File: config.mk
export PLATFORM = sky130hd
export DESIGN_NAME = lfu_cache_put
export DESIGN_NICKNAME = d
export VERILOG_FILES = /design/src/lfu_pkg.sv /design/src/lfu_cache_put.sv
export SDC_FILE = /design/constraint.sdc
export NUM_CORES = 2
export LEC_CHECK = 0
export BUFFER_PORTS_ARGS = -buffer_cell sky130_fd_sc_hd__buf_2
export CORE_UTILIZATION = 35
export DETAILED_ROUTE_END_ITERATION = 10
export GPL_TIMING_DRIVEN = 0
export PLACE_DENSITY_LB_ADDON = 0.1
export SETUP_SLACK_MARGIN = 0.3
export SYNTH_ARGS = -nofsm -noshare
export SYNTH_HDL_FRONTEND = slang
export SYNTH_SLANG_ARGS = --single-unit
File: constraint.sdc
create_clock -name i_clk -period 7.8 [get_ports i_clk]
set_input_delay 0.39 -clock i_clk [delete_from_list [all_inputs] [get_ports i_clk]]
set_output_delay 0.39 -clock i_clk [all_outputs]
set_load 0.005 [all_outputs]
File: src/lfu_pkg.sv
// ---------------------------------------------------------------------------
// lfu_pkg
// Shared types and codes for the LFU cache put engine.
// ---------------------------------------------------------------------------
package lfu_pkg;

    localparam logic [1:0] OUT_HIT    = 2'd0;
    localparam logic [1:0] OUT_FREE   = 2'd1;
    localparam logic [1:0] OUT_EVICT  = 2'd2;
    localparam logic [1:0] OUT_IGNORE = 2'd3;

    localparam int          CAP_W     = 5;
    localparam logic [4:0]  CAP_RESET = 5'd16;

    typedef enum logic [3:0] {
        S_IDLE   = 4'b0001,
        S_SCAN   = 4'b0010,
        S_DRAIN  = 4'b0100,
        S_UPDATE = 4'b1000
    } t_state;

endpackage

File: src/lfu_cache_put.sv
// ---------------------------------------------------------------------------
// lfu_cache_put
// Put path of a least-frequently-used cache with oldest-first tie break.
// ---------------------------------------------------------------------------
// A put is taken when i_start is high and o_busy is low. The slots live in a
// single-read-port memory that one compare unit walks a slot per cycle to find
// the key, the first free slot and the victim (lowest count, then oldest
// stamp). A put runs from transfer to result through the transfer, a memory
// read of every slot, the last compare and a write-back; the next put is
// taken in the cycle the result shows. With capacity zero the put is ignored
// and its result shows the next cycle, o_busy staying low. Results are strobed
// by o_result_valid for exactly one cycle and cannot be held off. The store is
// cleared by reset through the per-slot valid bits, so no clearing pass is
// needed.
// ---------------------------------------------------------------------------
module lfu_cache_put #(
    parameter int ENTRIES    = 16,
    parameter int COUNT_BITS = 16
) (
    input  logic                     i_clk,
    input  logic                     i_rst_n,
    input  logic                     i_start,
    output logic                     o_busy,
    input  logic signed [31:0]       i_req_key,
    input  logic signed [31:0]       i_req_value,
    output logic                     o_result_valid,
    output logic        [1:0]        o_outcome,
    output logic signed [31:0]       o_evicted_key,
    output logic        [15:0]       o_use_count,
    input  logic                     i_cfg_valid,
    output logic                     o_cfg_ready,
    input  logic        [lfu_pkg::CAP_W-1:0] i_cfg_data
);

    localparam int IDX_W = (ENTRIES > 1) ? $clog2(ENTRIES) : 1;
    localparam int OCC_W = $clog2(ENTRIES + 1);
    localparam logic [IDX_W-1:0]      LAST_IDX  = IDX_W'(ENTRIES - 1);
    localparam logic [COUNT_BITS-1:0] COUNT_MAX = {COUNT_BITS{1'b1}};
    localparam logic [COUNT_BITS-1:0] COUNT_ONE = COUNT_BITS'(1);

    // slot memories
    logic [31:0]           mem_key   [ENTRIES];
    logic [31:0]           mem_value [ENTRIES];
    logic [COUNT_BITS-1:0] mem_count [ENTRIES];
    logic [31:0]           mem_stamp [ENTRIES];

    lfu_pkg::t_state r_state, n_state;

    logic [lfu_pkg::CAP_W-1:0] r_cap;
    logic [ENTRIES-1:0]        r_valid;
    logic [OCC_W-1:0]          r_occupied;
    logic [31:0]               r_clock;

    logic [31:0]      r_req_key;
    logic [31:0]      r_req_value;
    logic [IDX_W-1:0] r_addr;

    // read pipeline
    logic                  r_rd_vld;
    logic [IDX_W-1:0]      r_rd_idx;
    logic                  r_rd_valid;
    logic [31:0]           r_rd_key;
    logic [COUNT_BITS-1:0] r_rd_count;
    logic [31:0]           r_rd_stamp;

    // scan trackers
    logic                  r_h_found;
    logic [IDX_W-1:0]      r_h_idx;
    logic [COUNT_BITS-1:0] r_h_count;
    logic                  r_f_found;
    logic [IDX_W-1:0]      r_f_idx;
    logic                  r_v_found;
    logic [IDX_W-1:0]      r_v_idx;
    logic [COUNT_BITS-1:0] r_v_count;
    logic [31:0]           r_v_age;
    logic [31:0]           r_v_key;

    // result
    logic        r_res_vld;
    logic [1:0]  r_res_outcome;
    logic [31:0] r_res_evicted;
    logic [15:0] r_res_count;

    logic                  accept;
    logic                  cap_zero;
    logic [31:0]           cap_eff;
    logic                  room;
    logic [31:0]           rd_age;
    logic                  take_victim;
    logic                  do_free;
    logic                  do_evict;
    logic                  wr_en;
    logic [IDX_W-1:0]      wr_idx;
    logic [COUNT_BITS-1:0] wr_count;
    logic [1:0]            upd_outcome;
    logic [31:0]           count_wide;

    assign accept   = i_start && (r_state == lfu_pkg::S_IDLE);
    assign cap_zero = (r_cap == '0);
    assign cap_eff  = (32'(r_cap) > 32'(ENTRIES)) ? 32'(ENTRIES) : 32'(r_cap);
    assign room     = 32'(r_occupied) < cap_eff;

    // shared compare unit
    assign rd_age      = r_clock - r_rd_stamp;
    assign take_victim = !r_v_found || (r_rd_count < r_v_count) ||
                         ((r_rd_count == r_v_count) && (rd_age > r_v_age));

    always_comb begin
        do_free     = 1'b0;
        do_evict    = 1'b0;
        wr_en       = 1'b0;
        wr_idx      = r_f_idx;
        wr_count    = COUNT_ONE;
        upd_outcome = lfu_pkg::OUT_IGNORE;
        if (r_h_found) begin
            wr_en       = 1'b1;
            wr_idx      = r_h_idx;
            wr_count    = (r_h_count == COUNT_MAX) ? r_h_count : r_h_count + COUNT_ONE;
            upd_outcome = lfu_pkg::OUT_HIT;
        end else if (room && r_f_found) begin
            do_free     = 1'b1;
        end else if (r_v_found) begin
            do_evict    = 1'b1;
        end else if (r_f_found) begin
            do_free     = 1'b1;
        end
        if (do_free) begin
            wr_en       = 1'b1;
            wr_idx      = r_f_idx;
            upd_outcome = lfu_pkg::OUT_FREE;
        end
        if (do_evict) begin
            wr_en       = 1'b1;
            wr_idx      = r_v_idx;
            upd_outcome = lfu_pkg::OUT_EVICT;
        end
    end

    assign count_wide = 32'(wr_count);

    always_comb begin
        n_state = r_state;
        case (r_state)
            lfu_pkg::S_IDLE: begin
                if (accept && !cap_zero) n_state = lfu_pkg::S_SCAN;
            end
            lfu_pkg::S_SCAN: begin
                if (r_addr == LAST_IDX) n_state = lfu_pkg::S_DRAIN;
            end
            lfu_pkg::S_DRAIN:  n_state = lfu_pkg::S_UPDATE;
            lfu_pkg::S_UPDATE: n_state = lfu_pkg::S_IDLE;
            default:           n_state = lfu_pkg::S_IDLE;
        endcase
    end

    // control
    always_ff @(posedge i_clk) begin
        if (!i_rst_n) begin
            r_state    <= lfu_pkg::S_IDLE;
            r_cap      <= lfu_pkg::CAP_RESET;
            r_valid    <= '0;
            r_occupied <= '0;
            r_clock    <= '0;
            r_rd_vld   <= 1'b0;
            r_res_vld  <= 1'b0;
            r_h_found  <= 1'b0;
            r_f_found  <= 1'b0;
            r_v_found  <= 1'b0;
        end else begin
            r_state   <= n_state;
            r_rd_vld  <= (r_state == lfu_pkg::S_SCAN);
            r_res_vld <= (accept && cap_zero) || (r_state == lfu_pkg::S_UPDATE);
            if (i_cfg_valid && o_cfg_ready) r_cap <= i_cfg_data;
            if (accept) begin
                r_h_found <= 1'b0;
                r_f_found <= 1'b0;
                r_v_found <= 1'b0;
            end else if (r_rd_vld) begin
                if (r_rd_valid) begin
                    if (!r_h_found && (r_rd_key == r_req_key)) r_h_found <= 1'b1;
                    if (take_victim) r_v_found <= 1'b1;
                end else if (!r_f_found) begin
                    r_f_found <= 1'b1;
                end
            end
            if (r_state == lfu_pkg::S_UPDATE) begin
                r_clock <= r_clock + 32'd1;
                if (wr_en) r_valid[wr_idx] <= 1'b1;
                if (do_free) r_occupied <= r_occupied + OCC_W'(1);
            end
        end
    end

    // payload and slot memory
    always_ff @(posedge i_clk) begin
        if (accept) begin
            r_req_key   <= i_req_key;
            r_req_value <= i_req_value;
            r_addr      <= '0;
        end else if (r_state == lfu_pkg::S_SCAN) begin
            r_addr      <= r_addr + IDX_W'(1);
        end
        r_rd_idx   <= r_addr;
        r_rd_valid <= r_valid[r_addr];
        r_rd_key   <= mem_key[r_addr];
        r_rd_count <= mem_count[r_addr];
        r_rd_stamp <= mem_stamp[r_addr];
        if (r_rd_vld) begin
            if (r_rd_valid) begin
                if (!r_h_found && (r_rd_key == r_req_key)) begin
                    r_h_idx   <= r_rd_idx;
                    r_h_count <= r_rd_count;
                end
                if (take_victim) begin
                    r_v_idx   <= r_rd_idx;
                    r_v_count <= r_rd_count;
                    r_v_age   <= rd_age;
                    r_v_key   <= r_rd_key;
                end
            end else if (!r_f_found) begin
                r_f_idx <= r_rd_idx;
            end
        end
        if ((r_state == lfu_pkg::S_UPDATE) && wr_en) begin
            mem_key[wr_idx]   <= r_req_key;
            mem_value[wr_idx] <= r_req_value;
            mem_count[wr_idx] <= wr_count;
            mem_stamp[wr_idx] <= r_clock;
        end
        if (accept && cap_zero) begin
            r_res_outcome <= lfu_pkg::OUT_IGNORE;
            r_res_evicted <= '0;
            r_res_count   <= '0;
        end else if (r_state == lfu_pkg::S_UPDATE) begin
            r_res_outcome <= upd_outcome;
            r_res_evicted <= do_evict ? r_v_key : 32'd0;
            r_res_count   <= wr_en ? count_wide[15:0] : 16'd0;
        end
    end

    assign o_busy         = (r_state != lfu_pkg::S_IDLE);
    // capacity only changes between puts
    assign o_cfg_ready    = (r_state == lfu_pkg::S_IDLE) && !i_start;
    assign o_result_valid = r_res_vld;
    assign o_outcome      = r_res_outcome;
    assign o_evicted_key  = r_res_evicted;
    assign o_use_count    = r_res_count;

    // checks
    a_res_source: assert property (@(posedge i_clk) disable iff (!i_rst_n)
        o_result_valid |-> ($past(r_state) == lfu_pkg::S_UPDATE) ||
                           ($past(accept) && $past(cap_zero)))
        else $error("result strobe without a finished put");

    a_occ_bound: assert property (@(posedge i_clk) disable iff (!i_rst_n)
        32'(r_occupied) <= 32'(ENTRIES))
        else $error("occupancy above slot count");

    a_free_grows: assert property (@(posedge i_clk) disable iff (!i_rst_n)
        o_result_valid && (o_outcome == lfu_pkg::OUT_FREE) |->
            r_occupied == $past(r_occupied) + OCC_W'(1))
        else $error("free-slot insert did not raise occupancy");

    a_evict_keeps: assert property (@(posedge i_clk) disable iff (!i_rst_n)
        o_result_valid && (o_outcome == lfu_pkg::OUT_EVICT) |->
            r_occupied == $past(r_occupied))
        else $error("eviction changed occupancy");

    a_busy_ends: assert property (@(posedge i_clk) disable iff (!i_rst_n)
        $fell(o_busy) |-> $past(r_state) == lfu_pkg::S_UPDATE)
        else $error("busy dropped before write-back");

endmodule
After elaboration in Yosys (flattened, before gate mapping)
Memory sizes are Yosys's and may differ from the RTL's. A register that Yosys moved wholly into a read port is not among the register bits.
Index checks and enable logic that the tools add are counted.
{ "totals": {"regBits": 266, "elab_cells": 110, "ramBits": 1280, "memories": 3} }
{ "op_classes": {"magnitude_cmp": 7, "bitwise_logic": 4, "n_mux": 30, "eq_ne": 11, "reduce_logical": 26, "n_addsub": 5} }
{ "memory_table": {"columns": ["memory", "depth", "width", "read_ports", "rd_ports_with_merged_regs", "wr", "line", "text"], "rows": [
  ["mem_key", 16, 32, 1, 1, 1, "lfu_cache_put.sv:42", "logic [31:0] mem_key [ENTRIES];"],
  ["mem_stamp", 16, 32, 1, 1, 1, "lfu_cache_put.sv:45", "logic [31:0] mem_stamp [ENTRIES];"],
  ["mem_count", 16, 16, 1, 1, 1, "lfu_cache_put.sv:44", "logic [COUNT_BITS-1:0] mem_count [ENTRIES];"]
]} }
{ "op_table": {"columns": ["cell", "count"], "rows": [
  ["$mux W16", 3],
  ["$add A32 B1 Y32 const B", 1],
  ["$eq A32 B32 Y1", 1],
  ["$gt A32 B32 Y1", 1],
  ["$mux W32", 1],
  ["$sub A32 B32 Y32", 1],
  ["$mux W4", 5],
  ["$add A16 B1 Y16 const B", 1],
  ["$eq A16 B16 Y1", 1],
  ["$eq A16 B16 Y1 const B", 1],
  ["$lt A16 B16 Y1", 1],
  ["$or A16 B16 Y16", 1],
  ["$mux W1", 14],
  ["$pmux W4 S3", 1],
  ["$logic_and A1 B1 Y1", 10],
  ["$lt A4 B5 Y1 const B", 2],
  ["$reduce_and A3 Y1", 3],
  ["$eq A4 B4 Y1 const B", 2],
  ["$reduce_and A2 Y1", 4],
  ["$mux W2", 3],
  ["$add A5 B1 Y5 const B", 1],
  ["$gt A5 B5 Y1 const B", 1],
  ["$logic_not A5 Y1", 1],
  ["$lt A5 B5 Y1", 1],
  ["15 further kinds", 22]
]} }

Longest topological paths before layout
{ "depth": {"ltp_word": 13, "mapped_depth": 16, "mapped_depth_nobuf": 16} }

Worst setup path before layout
Ideal clock, no wire load.
{ "synth_path": {"kind": "register to register", "startpoint": "register r_clock[0]", "endpoint": "register r_v_age[0] (enable)", "path_stages_with_launch": 17, "arrival_time_ns": 5.174, "synth_period_minus_slack_ns": 6.199, "setup_ns": 1.025, "slack_ns": 1.601, "path_cell_list": "dfxtp_1 -> inv_1 -> ha_1 -> fa_1 -> nor2b_1 -> o2111ai_1 -> a21oi_1 -> nor2_1 -> o21ai_0 -> a311oi_1 -> ha_1 -> a2111oi_0 -> nand2_1 -> a31oi_1 -> nor4_1 -> o31ai_1 -> nand3b_1"} }
{ "synth_between": {"elab_chain_len": 5} }
{ "synth_lines": {"columns": ["element", "line", "text"], "rows": [
  ["start, declared", "lfu_cache_put.sv:52", "logic [31:0] r_clock;"],
  ["start signal, assigned", "lfu_cache_put.sv:187", "r_clock <= r_clock + 32'd1;"],
  ["$sub A32 B32 Y32", "lfu_cache_put.sv:104", "assign rd_age = r_clock - r_rd_stamp;"],
  ["net rd_age[20]", "lfu_cache_put.sv:88", "logic [31:0] rd_age;"],
  ["$gt A32 B32 Y1", "lfu_cache_put.sv:106", "((r_rd_count == r_v_count) && (rd_age > r_v_age));"],
  ["$logic_and A1 B1 Y1", "lfu_cache_put.sv:106", null],
  ["$logic_or A1 B1 Y1", "lfu_cache_put.sv:105", "assign take_victim = !r_v_found || (r_rd_count < r_v_count) ||"],
  ["$reduce_and A3 Y1 (no source line)", null, null],
  ["end signal, assigned", "lfu_cache_put.sv:217", "r_v_age <= rd_age;"],
  ["end, declared", "lfu_cache_put.sv:75", "logic [31:0] r_v_age;"]
]} }
The timed path passes the listed nets, and every way through them passes these cells.
A chain may end at the register's enable or synchronous reset.

Worst setup path after layout
{ "layout_path": {"startpoint": "register r_clock[0]", "endpoint": "register r_v_idx[1] (enable)"} }
{ "layout_between": {"elab_chain_len": 5} }
{ "layout_lines": {"columns": ["element", "line", "text"], "rows": [
  ["$sub A32 B32 Y32", "lfu_cache_put.sv:104", null],
  ["net rd_age[31]", "lfu_cache_put.sv:88", null],
  ["$gt A32 B32 Y1", "lfu_cache_put.sv:106", null],
  ["$logic_and A1 B1 Y1", "lfu_cache_put.sv:106", null],
  ["$logic_or A1 B1 Y1", "lfu_cache_put.sv:105", null],
  ["$reduce_and A3 Y1 (no source line)", null, null],
  ["end signal, assigned", "lfu_cache_put.sv:215", "r_v_idx <= r_rd_idx;"],
  ["end, declared", "lfu_cache_put.sv:73", "logic [IDX_W-1:0] r_v_idx;"]
]} }
The timed path passes the listed nets, and every way through them passes these cells.

==> impl_metrics.sql <==
INSERT INTO impl_metrics (metric_group, metric, value, unit) VALUES
('logic_synthesis', 'synth_seq_area_share', '0.743', ''),
('routing', 'remaining_drc_errors', '0', ''),
('power_and_ir_drop', 'static-leakage-power', '22.5', 'nW'),
('clock_network', 'ctsResizeCount', '0', ''),
('clock_network', 'number_of_clock_sinks', '1626', ''),
('worst_setup_path', 'setup.worst_path.class', 'reg2reg', ''),
('routing', 'routed_wirelength', '175000', 'microns'),
('logic_synthesis', 'post_synth_inst_count', '3125', ''),
('logic_synthesis', 'syn-num-nets', '3286', ''),
('place', 'postPlaceCellArea', '0.0690', 'sq mm'),
('sta', 'fin_skew', '29.6', 'ps'),
('worst_setup_path', 'cpPeakStageDelay', '760', 'ps'),
('place', 'detailed_place_hpwl', '115000', 'microns'),
('job', 'maxCapViolations', '0', ''),
('sta', 'period_needed', '6870', 'ps'),
('outcome', 'run_status', 'finished, final reports clean', ''),
('clock_network', 'cts.reportedPaths.clkPinSlew', '60', 'ps'),
('global_route', 'grt_antenna_before_repair', '8', ''),
('clock_network', 'cts-buffers-inserted', '175', ''),
('clock_network', 'post_cts_setup_driven_buffer_insertion_count', '0', ''),
('logic_synthesis', 'synthArstFlopShare', '0', ''),
('routing', 'wl_per_cell', '29.0', 'microns'),
('worst_setup_path', 'critical_path_cell_count', '17', ''),
('floorplan', 'design.portCount', '126', ''),
('logic_synthesis', 'synthDominantAreaCellType', 'sky130_fd_sc_hd__edfxtp_1', ''),
('worst_setup_path', 'r2r.worst_path.cells', '17', ''),
('worst_hold_path', 'holdCritStartpoint', 'i_cfg_data[4]', ''),
('floorplan', 'std_cell_rows', '155', ''),
('place', 'routabilityCongestion', '0.851', ''),
('worst_hold_path', 'timing.hold.worst_endpoint', 'r_cap[4]', ''),
('floorplan', 'die_x', '426', 'microns'),
('sta', 'drv_slew', '0', ''),
('worst_setup_path', 'cp_common_cell', 'sky130_fd_sc_hd__buf_8', ''),
('global_route', 'grt_overflow_total', '0', ''),
('sta', 'clock.fmax', '146', 'MHz'),
('routing', 'detail-route-antenna-nets', '0', ''),
('sta', 'hold_viol', '0', ''),
('worst_setup_path', 'critical_path_arrival', '7420', 'ps'),
('logic_synthesis', 'netlist_area', '0.0629', 'sq mm'),
('worst_setup_path', 'cp_cell_sequence', 'inv_1, ha_1, nand2b_1, a21oi_1, o21ai_1, a211oi_1, o22ai_1, xnor2_1, ha_1, nand4_1, nor4_1, a31oi_1, o311ai_0, nand3b_1, buf_8, buf_8, buf_8', ''),
('sta', 'grt_setup_unrepaired', 'false', ''),
('clock_network', 'cts-root-buf', 'sky130_fd_sc_hd__clkbuf_16', ''),
('power_and_ir_drop', 'worst_ir_drop_vdd', '234', 'uV'),
('logic_synthesis', 'yosys_warning_total', '0', ''),
('sta', 'tightestPinTransition', '1390', 'ps'),
('global_route', 'grt_max_degree', '37', ''),
('routing', 'detailroute.via_count', '32000', ''),
('logic_synthesis', 'synth.most_common_cell', 'sky130_fd_sc_hd__edfxtp_1', ''),
('logic_synthesis', 'synth.avg_cell_area', '20.1', 'sq um'),
('routing', 'number_of_vias_per_cell_after_detailed_routing', '5.30', ''),
('sta', 'timing.max_slew.rel_slack', '0.0724', ''),
('finish', 'nNetsFinal', '3699', ''),
('finish', 'final_layout_size_suffix_gt1_frac', '0.249', ''),
('sta', 'setup-violations-final', '0', ''),
('global_route', 'grtUsageTotal', '0.194', ''),
('worst_hold_path', 'min_delay_path_depth', '3', ''),
('finish', 'syn2layout_area_growth', '19.2', '%'),
('worst_setup_path', 'cp.required', '8350', 'ps'),
('worst_setup_path', 'endpoint_kind', 'flop', ''),
('worst_setup_path', 'r2r-start', 'r_clock[0]', ''),
('global_route', 'number_of_global_route_vias_before_repair', '33300', ''),
('finish', 'fillerInstances', '15600', ''),
('logic_synthesis', 'ys_ff_latch', '1626', ''),
('worst_setup_path', 'critPathSlowestCell', 'sky130_fd_sc_hd__nand3b_1', ''),
('worst_setup_path', 'critPathTopFamily', 'compound AO/OA/AOI/OAI gates', ''),
('logic_synthesis', 'yosysTopAreaCellShare', '0.678', ''),
('power_and_ir_drop', 'p_per_area', '272', 'mW/mm^2'),
('global_route', 'grt_pass1_wl', '248000', 'microns'),
('worst_setup_path', 'critPathMaxFanout', '19', ''),
('routing', 'drtPass1Iterations', '7', ''),
('finish', 'postLayoutCellArea', '0.0750', 'sq mm');
[worst register-to-register path, cell delays in order (launching register included)]
cell	delay (ps)
sky130_fd_sc_hd__dfxtp_1	740
sky130_fd_sc_hd__inv_1	170
sky130_fd_sc_hd__ha_1	260
sky130_fd_sc_hd__nand2b_1	180
sky130_fd_sc_hd__a21oi_1	610
sky130_fd_sc_hd__o21ai_1	380
sky130_fd_sc_hd__a211oi_1	580
sky130_fd_sc_hd__o22ai_1	170
sky130_fd_sc_hd__xnor2_1	190
sky130_fd_sc_hd__ha_1	330
sky130_fd_sc_hd__nand4_1	200
sky130_fd_sc_hd__nor4_1	630
sky130_fd_sc_hd__a31oi_1	310
sky130_fd_sc_hd__o311ai_0	270
sky130_fd_sc_hd__nand3b_1	760
sky130_fd_sc_hd__buf_8	430
sky130_fd_sc_hd__buf_8	200
sky130_fd_sc_hd__buf_8	190
[flip-flops by register name, indices dropped and copies added (netlist names), 32 cells and up]
signal	count
mem_stamp	512
r_rd_stamp	32
r_rd_key	32
r_v_key	32
r_clock	32
mem_key	512
o_evicted_key	32
r_v_age	32
r_req_key	32
mem_count	256
[layout make-up]
cell class,count,area [sq um],area share
clock inverters,68,652,0.00869
clock buffers,261,5030,0.0670
inverters,104,393,0.00524
plain buffers,123,497,0.00662
multi-input cells,1272,15500,0.206
repair buffers,236,3250,0.0433
diodes,1,2.50,0.0000334
well taps,2355,2950,0.0393
flip-flops and latches,1626,46800,0.624
[cells by family after synthesis]
logic type / count (synthesis) / synth area share
flops: 1626 / 0.743
mux: 433 / 0.149
simple gates: 406 / 0.0340
compound gates: 247 / 0.0278
buf+inv: 227 / 0.0141
xor+xnor: 98 / 0.0136
fa+ha+maj: 88 / 0.0176
[metal layers]
metal | up-vias | routed length (microns) | track usage
met5 | - | 13 | 0
met3 | 261 | 7370 | 0.0261
met2 | 913 | 89300 | 0.335
met1 | 17300 | 73600 | 0.254
li1 | 13600 | - | -
met4 | 2 | 5030 | 0.0601
[how the worst max path moves through the flow]
stage,from,to,slack [ps]
after floorplan,r_clock[0],r_v_age[0],1600
after global placement,r_h_found,mem_stamp[9][10],-6560
after detailed placement,r_clock[0],r_v_key[3],890
after CTS,r_clock[0],r_v_idx[1],850
after global routing,r_clock[0],r_v_key[5],560
final,r_clock[0],r_v_idx[1],930
[power breakdown]
group	internal (W)	switching (W)	total, W
logic	0.00100	0.00131	0.00231
clock network	0.00476	0.00340	0.00817
registers	0.00968	0.000239	0.00991
[cells in the final DEF (no fill, tap or decap), types with 7 or more instances in the layout]
master                          instances
sky130_fd_sc_hd__ha_1                  87
sky130_fd_sc_hd__buf_8                  7
sky130_fd_sc_hd__clkbuf_16            179
sky130_fd_sc_hd__dfxtp_1              206
sky130_fd_sc_hd__nor4_1                12
sky130_fd_sc_hd__nor3_1                10
sky130_fd_sc_hd__o21ai_1               11
sky130_fd_sc_hd__buf_12                53
sky130_fd_sc_hd__dlygate4sd3_1         34
sky130_fd_sc_hd__mux2i_4               16
sky130_fd_sc_hd__a21oi_1               49
sky130_fd_sc_hd__nand3_1               43
sky130_fd_sc_hd__clkbuf_8              24
sky130_fd_sc_hd__nor2b_1               17
sky130_fd_sc_hd__a211oi_1               9
sky130_fd_sc_hd__inv_1                103
sky130_fd_sc_hd__clkinv_1              26
sky130_fd_sc_hd__xor2_1                34
sky130_fd_sc_hd__nand2_1              120
sky130_fd_sc_hd__buf_2                116
sky130_fd_sc_hd__clkbuf_1             134
sky130_fd_sc_hd__o21ai_0               29
sky130_fd_sc_hd__bufinv_16              9
sky130_fd_sc_hd__nor2_1                70
sky130_fd_sc_hd__o21a_1                26
sky130_fd_sc_hd__and3_1                12
sky130_fd_sc_hd__buf_1                 21
sky130_fd_sc_hd__edfxtp_1            1420
sky130_fd_sc_hd__nand2b_1               9
sky130_fd_sc_hd__and2_1                36
sky130_fd_sc_hd__mux2i_1               12
sky130_fd_sc_hd__or3_1                  8
sky130_fd_sc_hd__clkinv_2              19
sky130_fd_sc_hd__nand4_1               31
sky130_fd_sc_hd__a22o_1                34
sky130_fd_sc_hd__buf_16                45
sky130_fd_sc_hd__and4_1                 9
sky130_fd_sc_hd__xnor2_1               64
sky130_fd_sc_hd__mux4_2               405
sky130_fd_sc_hd__a21o_1                17
[timing repair]
item / in CTS / in global routing
hold endpoints to repair: 39 / 0
hold buffers: 34 / 0
endpoints found under the setup margin: 0 / 0
[through the flow]
| step | setup TNS, ps | cells | power [W] | setup slack [ps] | utilization |
|---|---|---|---|---|---|
| global placement | -8264670 | 5573 | 0.0124 | -6560 | 0.372 |
| floorplan | 0 | 3125 | 0.0115 | 1600 | - |
| finish | 0 | 6046 | 0.0204 | 929 | 0.420 |
| CTS | 0 | 6045 | 0.0207 | 854 | 0.420 |
| global route | 0 | 6045 | 0.0211 | 561 | 0.420 |
| detailed placement | 0 | 5682 | 0.0125 | 894 | 0.387 |
(Power assumes the default switching activity.)
